## src/rtl/core/tkeot_pkg.sv

```systemverilog
// Package for the two-key edge order timer: request and result payload types,
// phase and colour codes, and the default tick width.
// Depends on nothing; used by every file of the block.
package tkeot_pkg;

  localparam int TICK_WIDTH_DEF = 32;
  localparam int FIELD_WIDTH    = 32;

  typedef enum logic [2:0] {
    PH_IDLE       = 3'd0,
    PH_FALL_K1    = 3'd1,
    PH_FALL_K2    = 3'd2,
    PH_RISE_FIRST = 3'd3,
    PH_RISE_K1    = 3'd4,
    PH_RISE_K2    = 3'd5
  } phase_t;

  typedef enum logic [1:0] {
    COLOUR_GREEN  = 2'd0,
    COLOUR_RED    = 2'd1,
    COLOUR_YELLOW = 2'd2,
    COLOUR_BLUE   = 2'd3
  } colour_t;

  typedef struct packed {
    logic                   key1_fell;
    logic [FIELD_WIDTH-1:0] key1_fall_tick;
    logic                   key1_rose;
    logic [FIELD_WIDTH-1:0] key1_rise_tick;
    logic                   key2_fell;
    logic [FIELD_WIDTH-1:0] key2_fall_tick;
    logic                   key2_rose;
    logic [FIELD_WIDTH-1:0] key2_rise_tick;
  } item_t;

  typedef struct packed {
    logic [1:0]             colour_code;
    logic [FIELD_WIDTH-1:0] fall_gap;
    logic [FIELD_WIDTH-1:0] rise_gap;
    logic [FIELD_WIDTH-1:0] total_time;
  } result_t;

  typedef struct packed {
    logic    done;
    result_t data;
  } step_t;

endpackage

```

## src/rtl/core/two_key_edge_order_timer.sv

```systemverilog
// Two-key edge order timer: a request passes the request register and then the result
// register before its result is valid; a held result can stall it in between.
// One request is taken every cycle while results are drained; a held
// result stalls the request register only when the next request also completes.
// Synchronous active-high reset returns the phase to idle, clears the records and
// empties both the request register and the result register.
// Depends on tkeot_pkg and tkeot_core.
module two_key_edge_order_timer #(
  parameter int TICK_WIDTH = tkeot_pkg::TICK_WIDTH_DEF
) (
  input  logic                clk,
  input  logic                rst,
  input  logic                item_valid,
  output logic                item_ready,
  input  tkeot_pkg::item_t    item,
  output logic                result_valid,
  input  logic                result_ready,
  output tkeot_pkg::result_t  result
);
  import tkeot_pkg::*;

  logic   held_valid;
  item_t  held_item;
  logic   step;
  step_t  outcome;

  tkeot_core #(
    .TICK_WIDTH(TICK_WIDTH)
  ) u_core (
    .clk     (clk),
    .rst     (rst),
    .step    (step),
    .item    (held_item),
    .outcome (outcome)
  );

  assign step       = held_valid && (!outcome.done || !result_valid || result_ready);
  assign item_ready = !held_valid || step;

  always_ff @(posedge clk) begin
    if (rst) begin
      held_valid <= 1'b0;
    end else if (item_ready) begin
      held_valid <= item_valid;
    end
  end

  always_ff @(posedge clk) begin
    if (item_ready && item_valid) begin
      held_item <= item;
    end
  end

  always_ff @(posedge clk) begin
    if (rst) begin
      result_valid <= 1'b0;
    end else if (step && outcome.done) begin
      result_valid <= 1'b1;
    end else if (result_ready) begin
      result_valid <= 1'b0;
    end
  end

  always_ff @(posedge clk) begin
    if (step && outcome.done) begin
      result <= outcome.data;
    end
  end

endmodule

```

## src/rtl/core/tkeot_core.sv

```systemverilog
// Phase machine and tick records of the two-key edge order timer.
// Updates its state when step is high and reports whether the request completes
// a measurement, with the result. Depends on tkeot_pkg.
module tkeot_core #(
  parameter int TICK_WIDTH = tkeot_pkg::TICK_WIDTH_DEF
) (
  input  logic              clk,
  input  logic              rst,
  input  logic              step,
  input  tkeot_pkg::item_t  item,
  output tkeot_pkg::step_t  outcome
);
  import tkeot_pkg::*;

  localparam int TW = TICK_WIDTH;

  phase_t        phase, phase_next;
  logic [TW-1:0] fall_one, fall_one_next;
  logic [TW-1:0] fall_two, fall_two_next;
  logic [TW-1:0] rise_one, rise_one_next;
  logic [TW-1:0] rise_two, rise_two_next;
  logic [TW-1:0] fall_gap, fall_gap_next;
  logic [TW-1:0] rise_gap, rise_gap_next;

  logic [TW-1:0] tf1, tf2, tr1, tr2;
  logic [TW-1:0] total;
  logic          done;
  logic          fall_order, rise_order;

  assign tf1 = TW'(item.key1_fall_tick);
  assign tf2 = TW'(item.key2_fall_tick);
  assign tr1 = TW'(item.key1_rise_tick);
  assign tr2 = TW'(item.key2_rise_tick);

  always_comb begin
    phase_next    = phase;
    fall_one_next = fall_one;
    fall_two_next = fall_two;
    rise_one_next = rise_one;
    rise_two_next = rise_two;
    fall_gap_next = fall_gap;
    rise_gap_next = rise_gap;
    done          = 1'b0;
    case (phase)
      PH_IDLE: begin
        fall_one_next = '0;
        fall_two_next = '0;
        rise_one_next = '0;
        rise_two_next = '0;
        fall_gap_next = '0;
        rise_gap_next = '0;
        if (item.key1_fell && item.key2_fell) begin
          fall_one_next = tf1;
          fall_two_next = tf2;
          phase_next    = PH_RISE_FIRST;
        end else if (item.key1_fell) begin
          fall_one_next = tf1;
          phase_next    = PH_FALL_K2;
        end else if (item.key2_fell) begin
          fall_two_next = tf2;
          phase_next    = PH_FALL_K1;
        end
      end
      PH_FALL_K1: begin
        if (item.key2_rose) begin
          phase_next = PH_IDLE;
        end else if (item.key1_fell) begin
          fall_one_next = tf1;
          fall_gap_next = tf1 - fall_two;
          phase_next    = PH_RISE_FIRST;
        end
      end
      PH_FALL_K2: begin
        if (item.key1_rose) begin
          phase_next = PH_IDLE;
        end else if (item.key2_fell) begin
          fall_two_next = tf2;
          fall_gap_next = tf2 - fall_one;
          phase_next    = PH_RISE_FIRST;
        end
      end
      PH_RISE_FIRST: begin
        if (item.key1_fell || item.key2_fell) begin
          phase_next = PH_IDLE;
        end else if (item.key1_rose && item.key2_rose) begin
          rise_one_next = tr1;
          rise_two_next = tr2;
          rise_gap_next = '0;
          phase_next    = PH_IDLE;
          done          = 1'b1;
        end else if (item.key1_rose) begin
          rise_one_next = tr1;
          phase_next    = PH_RISE_K2;
        end else if (item.key2_rose) begin
          rise_two_next = tr2;
          phase_next    = PH_RISE_K1;
        end
      end
      PH_RISE_K1: begin
        if (item.key2_fell) begin
          phase_next = PH_IDLE;
        end else if (item.key1_rose) begin
          rise_one_next = tr1;
          rise_gap_next = tr1 - rise_two;
          phase_next    = PH_IDLE;
          done          = 1'b1;
        end
      end
      PH_RISE_K2: begin
        if (item.key1_fell) begin
          phase_next = PH_IDLE;
        end else if (item.key2_rose) begin
          rise_two_next = tr2;
          rise_gap_next = tr2 - rise_one;
          phase_next    = PH_IDLE;
          done          = 1'b1;
        end
      end
      default: begin
        phase_next = PH_IDLE;
      end
    endcase
  end

  always_comb begin
    fall_order = fall_two_next > fall_one_next;
    rise_order = rise_two_next > rise_one_next;
    total      = fall_gap_next + rise_gap_next;
    outcome.done = done;
    if (fall_order) begin
      outcome.data.colour_code = rise_order ? COLOUR_GREEN : COLOUR_RED;
    end else begin
      outcome.data.colour_code = rise_order ? COLOUR_YELLOW : COLOUR_BLUE;
    end
    outcome.data.fall_gap   = FIELD_WIDTH'(fall_gap_next);
    outcome.data.rise_gap   = FIELD_WIDTH'(rise_gap_next);
    outcome.data.total_time = FIELD_WIDTH'(total);
  end

  always_ff @(posedge clk) begin
    if (rst) begin
      phase    <= PH_IDLE;
      fall_one <= '0;
      fall_two <= '0;
      rise_one <= '0;
      rise_two <= '0;
      fall_gap <= '0;
      rise_gap <= '0;
    end else if (step) begin
      phase    <= phase_next;
      fall_one <= fall_one_next;
      fall_two <= fall_two_next;
      rise_one <= rise_one_next;
      rise_two <= rise_two_next;
      fall_gap <= fall_gap_next;
      rise_gap <= rise_gap_next;
    end
  end

endmodule

```

## config.mk

```make
export PLATFORM = sky130hd
export DESIGN_NAME = two_key_edge_order_timer
export DESIGN_NICKNAME = d
export VERILOG_FILES = /design/src/rtl/core/tkeot_pkg.sv /design/src/rtl/core/two_key_edge_order_timer.sv /design/src/rtl/core/tkeot_core.sv
export SDC_FILE = /design/constraint.sdc
export NUM_CORES = 1
export LEC_CHECK = 0
export BUFFER_PORTS_ARGS = -buffer_cell sky130_fd_sc_hd__buf_4
export CORE_ASPECT_RATIO = 0.6
export CORE_UTILIZATION = 30
export CTS_BUF_LIST = sky130_fd_sc_hd__clkbuf_2 sky130_fd_sc_hd__clkbuf_4 sky130_fd_sc_hd__clkbuf_8
export DETAILED_ROUTE_END_ITERATION = 8
export SYNTH_ARGS = -nofsm -noshare
export SYNTH_HDL_FRONTEND = slang
export SYNTH_SLANG_ARGS = --single-unit
```

## constraint.sdc

```tcl
create_clock -name clk -period 16.67 [get_ports clk]
set_input_delay 2.5005 -clock clk [delete_from_list [all_inputs] [get_ports clk]]
set_output_delay 2.5005 -clock clk [all_outputs]
set_load 0.05 [all_outputs]
```

Word level (Yosys, flattened, before mapping)
Index checks and enable logic that the tools add are counted.
- register bits after elaboration: 427
- bits of input ports: 136
- output and inout bits: 100
- logic and storage cells: 116
- $add $sub $neg: 5
- $lt $le $gt $ge: 2
- equal/unequal tests: 11
- multiplexer cells: 62
- reductions and logical operators: 15
- operator list (cell ; count):
    32-bit two-way mux ; 28
    32-bit case mux with 3 select lines ; 3
    32-bit case mux with 2 select lines ; 2
    32-bit case mux with 4 select lines ; 1
    32-bit subtractor ; 4
    32-bit greater-than comparator ; 2
    3-bit two-way mux ; 15
    32-bit adder ; 1
    3-bit case mux with 6 select lines ; 1
    3-bit != test, second input constant ; 4
    1-bit two-way mux ; 10
    7-bit AND reduction ; 1
    3-bit by 2-bit == test with 1-bit output, second input constant ; 2
    3-bit == test, second input constant ; 2
    1-bit logical AND ; 5
    5-bit by 3-bit != test with 1-bit output, second input constant ; 1
    1-bit logical OR ; 4
    4-bit by 3-bit != test with 1-bit output, second input constant ; 1
    3-bit by 1-bit == test with 1-bit output, second input constant ; 1
    1-bit logical NOT ; 3
    3-bit logical NOT ; 1
    1-bit case mux with 3 select lines ; 1
    2-bit two-way mux ; 1
    2-bit nonzero test ; 1

Depth between registers and ports, before layout
Gate-level depths: netlist of the first run.
- depth in word-level cells: 10
- depth in mapped cells: 26
- mapped depth without buffers: 26

By module
Synthesis of the first run repeated with hierarchy kept, for this count alone.
- cell total of the unflattened synthesis: 2652
- area, all modules: 25555.8 µm²
- modules (own cells, without submodules) (module ; instances ; cells each ; area each (µm²) ; seq. area each (µm²)):
    tkeot_core ; 1 ; 2410 ; 18545.3 ; 3903.7
    two_key_edge_order_timer ; 1 ; 242 ; 7010.5 ; 6946.7

Worst setup path before layout of the first run
OpenSTA, ideal clock, no wires.
- path kind: input to register
- start: in result_ready
- end: reg held_item[0] in the netlist's numbering (enable)
- library setup time: 666 ps
- data arrival time: 9088 ps
- required time: 16004 ps
- path slack: 6916 ps
- stages: 3
- path buffers: 0
- cells stage by stage: nand2b_1 -> nor2_1 -> a21oi_1
- cells in the longest elaborated chain, start to end: 4
- ends and longest elaborated chain (what ; line ; source):
    start, declared ; two_key_edge_order_timer.sv:17 ; input logic result_ready,
    1-bit logical OR ; two_key_edge_order_timer.sv:37 ; assign step = held_valid && (!outcome.done || !result_valid || result_ready);
    1-bit logical AND ; two_key_edge_order_timer.sv:37 ;
    1-bit logical OR ; two_key_edge_order_timer.sv:38 ; assign item_ready = !held_valid || step;
    1-bit logical AND ; two_key_edge_order_timer.sv:49 ; if (item_ready && item_valid) begin
    end signal, assigned ; two_key_edge_order_timer.sv:50 ; held_item <= item;
    end, declared ; two_key_edge_order_timer.sv:23 ; item_t held_item;
No other way between the ends.
A chain may end at the register's enable or synchronous reset.

==> results of run 1 <==
==> critical path, delay by kind of cell (launching register included) <==
family                     cells  cell delay, ps
xor gates and xnor gates       2             310
and+or+nand+nor                5            1030
buffers and inverters          1             170
adders and majority gates      2             830
AOI/OAI and AO/OA             12            3050
DFF                            1             390
==> sequential cells by signal, summed over array words and instances, names as in the netlist <==
name and flops:
held_valid 1, result_valid 1, u_core.phase 3, u_core.rise_two 32, result 98, u_core.fall_gap 32, u_core.rise_one 32, u_core.fall_one 32
held_item 132, u_core.rise_gap 32, u_core.fall_two 32
==> power breakdown <==
group / switching [W] / internal (W)
Sequential: 0.0000429 / 0.00116
Combinational: 0.000376 / 0.000230
Clock: 0.000494 / 0.000620
Total: 0.000913 / 0.00201
==> cell usage in the layout (no fill, tap or decap), types with 7 or more instances in the layout <==
master        n
nand2_1     279
buf_4       265
a21oi_1     248
nor2_1      237
edfxtp_1    230
ha_1        219
dfxtp_1     197
inv_1       173
o21ai_0     102
a211oi_1     96
a21o_1       88
a22oi_1      83
clkbuf_8     81
xnor2_1      80
a22o_1       65
nand2b_1     49
xor2_1       46
nor3_1       45
o21a_1       35
nand3_1      28
nand4_1      26
clkbuf_4     26
o21bai_1     24
nor2b_1      23
a31oi_1      23
or3_1        17
and3_1       15
o21ai_1      12
o221ai_1     12
and2_1       11
a221o_1      11
a222oi_1     11
o211ai_1     10
clkinv_2     10
o31ai_1       9
nor3b_1       8
mux2i_1       7
o22ai_1       7
clkinvlp_4    7
bufinv_16     7
==> area by class of cell <==
cell class                      instances  area, um2  share of cell area
Tap cell                             1134       1420              0.0468
Timing Repair Buffer                  267       2020              0.0666
Clock inverter                         32        355              0.0117
Inverter                              175        659              0.0217
Sequential cell                       427      10900               0.358
Multi-Input combinational cell       2035      13700               0.452
Clock buffer                          107       1310              0.0432
Antenna cell                            2       5.00            0.000165
==> cell families (layout without fill, tap and decap cells) <==
kind of cell | count (synthesis) | in the layout | share of synthesized area
compound gates | 903 | 903 | 0.238
simple gates | 771 | 771 | 0.135
flops | 427 | 427 | 0.423
buf+inv | 305 | 581 | 0.0449
fa+ha+maj | 224 | 224 | 0.111
xor+xnor | 127 | 127 | 0.0439
mux | 10 | 10 | 0.00405
other cells | 0 | 2 | 0
==> per-stage QoR <==
step	hold slack [ps]	utilization
final	459	0.361
after detailed placement	451	0.341
after floorplan	437	-
after global placement	445	0.341
after global routing	480	0.361
after CTS	460	0.361
==> routing by layer <==
layer | wire (um) | up-vias | global-route usage | share of wire
met5 | 0 | - | 0 | 0
li1 | - | 10610 | - | -
met3 | 9650 | 112 | 0.0667 | 0.11
met4 | 1940 | 0 | 0.0549 | 0.022
met1 | 46300 | 10441 | 0.320 | 0.52
met2 | 31700 | 971 | 0.246 | 0.35
==> how the worst max path moves through the flow <==
stage                                   from  cells past startpoint                      to
floorplan                       result_ready                      3  held_item[0]$_DFFE_PP_
global placement                result_ready                      5              item_ready
detailed placement              result_ready                      5              item_ready
CTS                             result_ready                      5              item_ready
global route         held_item[66]$_DFFE_PP_                     26    result[31]$_DFFE_PP_
finish              held_item[103]$_DFFE_PP_                     22    result[31]$_DFFE_PP_
==> metrics.yaml, run 1 <==
outcome: "finished, final reports clean"
viasPerCell: 5.30
power_w: 0.00292
mappedNetlistArea_mm2: 0.0257
synth.most_common_cell: "nand2_1"
insertion_delay_ps: 740
vias: 22134
cts_tree: "done"
num-nets-final: 3341
slowest_stage: "a222oi_1"
rsz0062_at_grt: "false"
synth_top_cell_area_share: 0.269
min_path_cells: 2
drt_pass1_iterations: 6
setup_viol: 0
hold_end: "u_core.rise_gap[10]$_SDFFE_PP0P_"
cellPowerDensity_mw_per_mm2: 96.3
cp-start-kind: "flop"
antenna_found_initial: 7
critPathMaxStageDelay_ps: 720
drtAntennaViolNets: 0
maxCapViolCount: 0
seq_area_frac_synth: 0.423
cp.required_ps: 17140
htree_levels: 3
grt.total_usage: 0.201
slew-limit-headroom: 0.157
grt_pass1_wl_um: 133000
hold_buffers: 0
die_h_um: 229
max-vdd-ir-drop_mv: 0.0464
ys.flop_type: "edfxtp_1"
dieArea_mm2: 0.0867
gp_congestion: 0.941
synth_edf_count: 230
io_pins: 236
floorplan.initialDensity: 0.305
min_path_type: "reg2reg"
netlist_instances: 2767
cts_resized: 0
rr_startpoint: "held_item[103]$_DFFE_PP_"
crit_fanout: 5
layout.cell_area.non_filler_mm2: 0.0303
synth_nets: 3127
portBuffers: 235
synth.largest_area_cell: "edfxtp_1"
rr_worst_depth: 22
synth.distinct_cells: 83
layout-drive-gt1-share: 0.144
drc: 0
syn_to_final_growth_pct: 18.2
clock-root-buffer: "clkbuf_8"
post-route-period-util: 0.363
syn_area_per_cell_um2: 9.27
worst_pin_slew_ps: 1250
slew_violations: 0
fmax_mhz: 165
crit_path_end_kind: "flop"
hp-start: "u_core.rise_gap[10]$_SDFFE_PP0P_"
clk_path_buf_depth: 3
wl_per_cell_um: 21.4
crit_chain: "ha_1, a21o_1, or3_1, o21ai_1, o21ai_0, a21o_1, a21oi_1, xnor2_1, a222oi_1, inv_1, ha_1, and4_1, and3_1, nand3_1, a211o_1, a31oi_1, o2111ai_1, nand2_1, a31oi_1, a21oi_1, a31o_2, xnor3_1"
n_fill_cell: 8534
routed_wl_um: 89500
setup_ws_ps: 10620
finalCriticalPeriod_ps: 6050
post-cts-setup-buffers: 0
die_width_um: 380
async_flop_share: 0
drtIter0Drc: 2369
yosysWarnings: 0
cts_sinks: 427
ys_seq_elements: 427
num_rows: 82
synth_common_cells: "nand2_1 (280), a21oi_1 (251), nor2_1 (240), edfxtp_1 (230), ha_1 (219)"
critical_path_class: "reg2reg"
synthTopCellsByArea: "edfxtp_1 (27%), dfxtp_1 (15%), ha_1 (11%)"
worst-endpoint-arrival_ps: 6520
layout.cells.non_filler: 4179
grt_pass1_vias: 20593
r2r_slack_ps: 10620
clkTransAtPathRegs_ps: 60
skew_ps: 58.1
place_ws_ps: 10650
cts_buffers: 75
tns_ps: 0
dpl.hpwl_um: 67100
timing.rr.end: "result[31]$_DFFE_PP_"
p_leak_nw: 12.1
hold_violations: 0
dp.cells: 4038
place_area_mm2: 0.0287
grt_start_max_net_pins: 185
grt_overflow_total: 0
core_mm2: 0.0840
Note: power is estimated with default switching activity, not from simulation.
==> run 2: changes to the inputs <==
==> constraint.sdc (replaced) <==
create_clock -name clk -period 6 [get_ports clk]
set_input_delay 0.9 -clock clk [delete_from_list [all_inputs] [get_ports clk]]
set_output_delay 0.9 -clock clk [all_outputs]
set_load 0.05 [all_outputs]
==> run 2 against run 1 <==
Effect of this change:
- worst setup slack got worse by 10000 ps
- register-to-register slack got worse by 10000 ps
- die area unchanged
- worst hold slack got worse by 96 ps
- core utilization is 0.070 points higher
- critical path depth is 2 lower
- flip-flop and latch count unchanged
- non-clock buffer count up 22
- combinational power rose to 2.8 times the previous value
- sequential share of layout area fell by 0.069 points
- global-route usage rose by 0.45 points
- count of clock-buffer cells in the layout fell by 7
- critical path type unchanged
- critical endpoint unchanged
- largest cell class unchanged
==> metrics.yaml, run 2 (synthesis results as in run 1) <==
timing.rr.end: "result[31]$_DFFE_PP_"
viasPerCell: 5.36  # +1.2%
cp-start-kind: "flop"
portBuffers: 235  # unchanged
p_clk_frac: 0.363  # -0.018
syn_to_final_growth_pct: 18.5
dpl.hpwl_um: 69600  # +3.7%
num_rows: 82  # unchanged
die_width_um: 380  # unchanged
internal_power_w: 0.00540  # +170%
p_comb_frac: 0.217  # +0.010
worst_pin_slew_ps: 1020  # -234 ps
final_cell_mix: "buf_4 (286), nand2_1 (278), a21oi_1 (246), nor2_1 (237), edfxtp_1 (230)"
p_leak_nw: 12.2  # +0.54%
gp_congestion: 0.955  # +1.5%
crit_chain: "ha_1, a21o_1, or3_1, o21ai_1, a31oi_2, a21bo_2, xor2_1, a222oi_1, inv_1, ha_1, and3_1, nand3_1, a211o_1, a31oi_1, o2111ai_1, nand2_1, a31oi_1, a21oi_1, a31o_2, xnor3_1"
critPathBufInv: 1  # unchanged
htree_levels: 3  # unchanged
skew_ps: 46.3  # -11.7 ps
antenna_found_initial: 5  # -2
hp-start: "item[58]"
cp-startpoint: "held_item[103]$_DFFE_PP_"
clock-root-buffer: "clkbuf_8"
switchingPower_w: 0.00255  # +180%
r2r_slack_ps: 380  # -10,240 ps
tns_ps: 0  # unchanged
setup_viol: 0  # unchanged
finalCriticalPeriod_ps: 5620  # -431 ps
cts_buffers: 73  # -2.7%
grt_pass1_wl_um: 135000  # +2.1%
p_seq_frac: 0.420  # +0.009
drtIter0Drc: 2271  # -4.1%
die_h_um: 229  # unchanged
cp.required_ps: 6430  # -10,710 ps
crit_fanout: 6  # +1
multi_input_area_mm2: 0.0137  # +0.16%
swShare: 0.320  # +0.00797
post-route-util: 0.362  # +0.000700
drc: 0  # unchanged
reg_top3: "held_item x132, result x98"
critical_path_class: "reg2reg"
hold_violations: 0  # unchanged
hold_end: "held_item[58]$_DFFE_PP_"
power_w: 0.00794  # +170%
grt.total_usage: 0.206  # +0.00454
routed_wl_um: 91900  # +2.6%
seq_area_mm2: 0.0109  # unchanged
grt_overflow_total: 0  # unchanged
max-vdd-ir-drop_mv: 0.147  # +220%
dp.cells: 4060  # +0.54%
layout-drive-gt1-share: 0.148  # +0.00400
rr_startpoint: "held_item[103]$_DFFE_PP_"
clk_path_buf_depth: 3  # unchanged
slowest_stage: "a222oi_1"
post-route-period-util: 0.936  # +0.573
slew_violations: 0  # unchanged
slew-limit-headroom: 0.315  # +0.158
cellPowerDensity_mw_per_mm2: 261  # +170%
min_path_type: "in2reg"
grt_start_max_net_pins: 200  # +8.1%
holdWs_ps: 363  # -96.3 ps
cts_sinks: 427  # unchanged
regMostFlops: "held_item"
crit_path_end_kind: "flop"
core_mm2: 0.0840  # unchanged
rr_worst_depth: 20  # -9.1%
n_fill_cell: 8586  # +0.61%
dieArea_mm2: 0.0867  # unchanged
post-cts-setup-buffers: 0  # unchanged
cts_tree: "done"
clkTransAtPathRegs_ps: 70  # about the same
maxCapViolCount: 0  # unchanged
insertion_delay_ps: 720  # -20 ps
drt_pass1_iterations: 6  # unchanged
cpLargestDelayFamily: "compound AO/OA/AOI/OAI gates"
drtAntennaViolNets: 0  # unchanged
largest_reg_flops: 132  # unchanged
final_common_cell: "buf_4"
min_path_cells: 1  # -1
fmax_mhz: 178  # +7.7%
io_pins: 236  # unchanged
wl_per_cell_um: 21.9  # +2.2%
vias: 22494  # +1.6%
layout.cells.non_filler: 4198  # +0.45%
worst-endpoint-arrival_ps: 6050  # -470 ps
grt_pass1_vias: 20640  # +0.23%
num-nets-final: 3361  # +0.60%
outcome: "finished, final reports clean"
critPathMaxStageDelay_ps: 630  # -90 ps
floorplan.initialDensity: 0.305  # unchanged
==> run 2: cell count changes in the layout (fill, tap and decap cells not counted), sizes merged <==
cell      before  now
buf          267  289
bufinv         7    4
clkbuf       107  100
inv          177  179
clkinvlp       7    2
clkinv        16   26
==> run 2: cell type report <==
cell class,count,area share
multi-input cells,2035,0.452
flip-flops and latches,427,0.357
repair buffers,289,0.0723
well taps,1134,0.0467
clock buffers,100,0.0408
inverters,175,0.0217
clock inverters,36,0.00943
diodes,2,0.000165
==> run 2: worst max path at each step <==
stage	end	slack, ps	cells after the start
finish	result[31]$_DFFE_PP_	380	20
global route	result[31]$_DFFE_PP_	-6	26
CTS	result[31]$_DFFE_PP_	350	25
detailed placement	result[31]$_DFFE_PP_	410	25
global placement	result[31]$_DFFE_PP_	500	26
floorplan	held_item[0]$_DFFE_PP_	780	7
==> run 2: power groups by stage <==
stage          clock [W]  combinational [W]  sequential [W]
6_report         0.00288            0.00172         0.00334
2_1_floorplan          0            0.00114         0.00334
3_5_place_dp           0            0.00167         0.00339
3_3_place_gp           0            0.00168         0.00339
4_1_cts          0.00297            0.00168         0.00333
5_1_grt          0.00308            0.00188         0.00335
==> run 2: timing repair <==
action,in CTS,in global routing
resized for setup,0,5
setup endpoints to repair,0,1
hold endpoints to repair,0,0
hold buffers,0,0
==> run 2: per-stage QoR <==
stage / setup slack (ps) / area (um2)
2_1_floorplan: 779 / 25700
4_1_cts: 354 / 30400
3_3_place_gp: 498 / 28800
5_1_grt: -6.08 / 30400
6_report: 384 / 30400
3_5_place_dp: 411 / 28800
==> run 2: metal layers <==
layer | wire, um | vias to the layer above | GRT usage | part of all wire
met4 | 1640 | 0 | 0.0467 | 0.018
met3 | 10100 | 113 | 0.0620 | 0.11
met5 | 0 | - | 0 | 0
met2 | 32700 | 1011 | 0.251 | 0.36
li1 | - | 10658 | - | -
met1 | 47400 | 10712 | 0.335 | 0.52
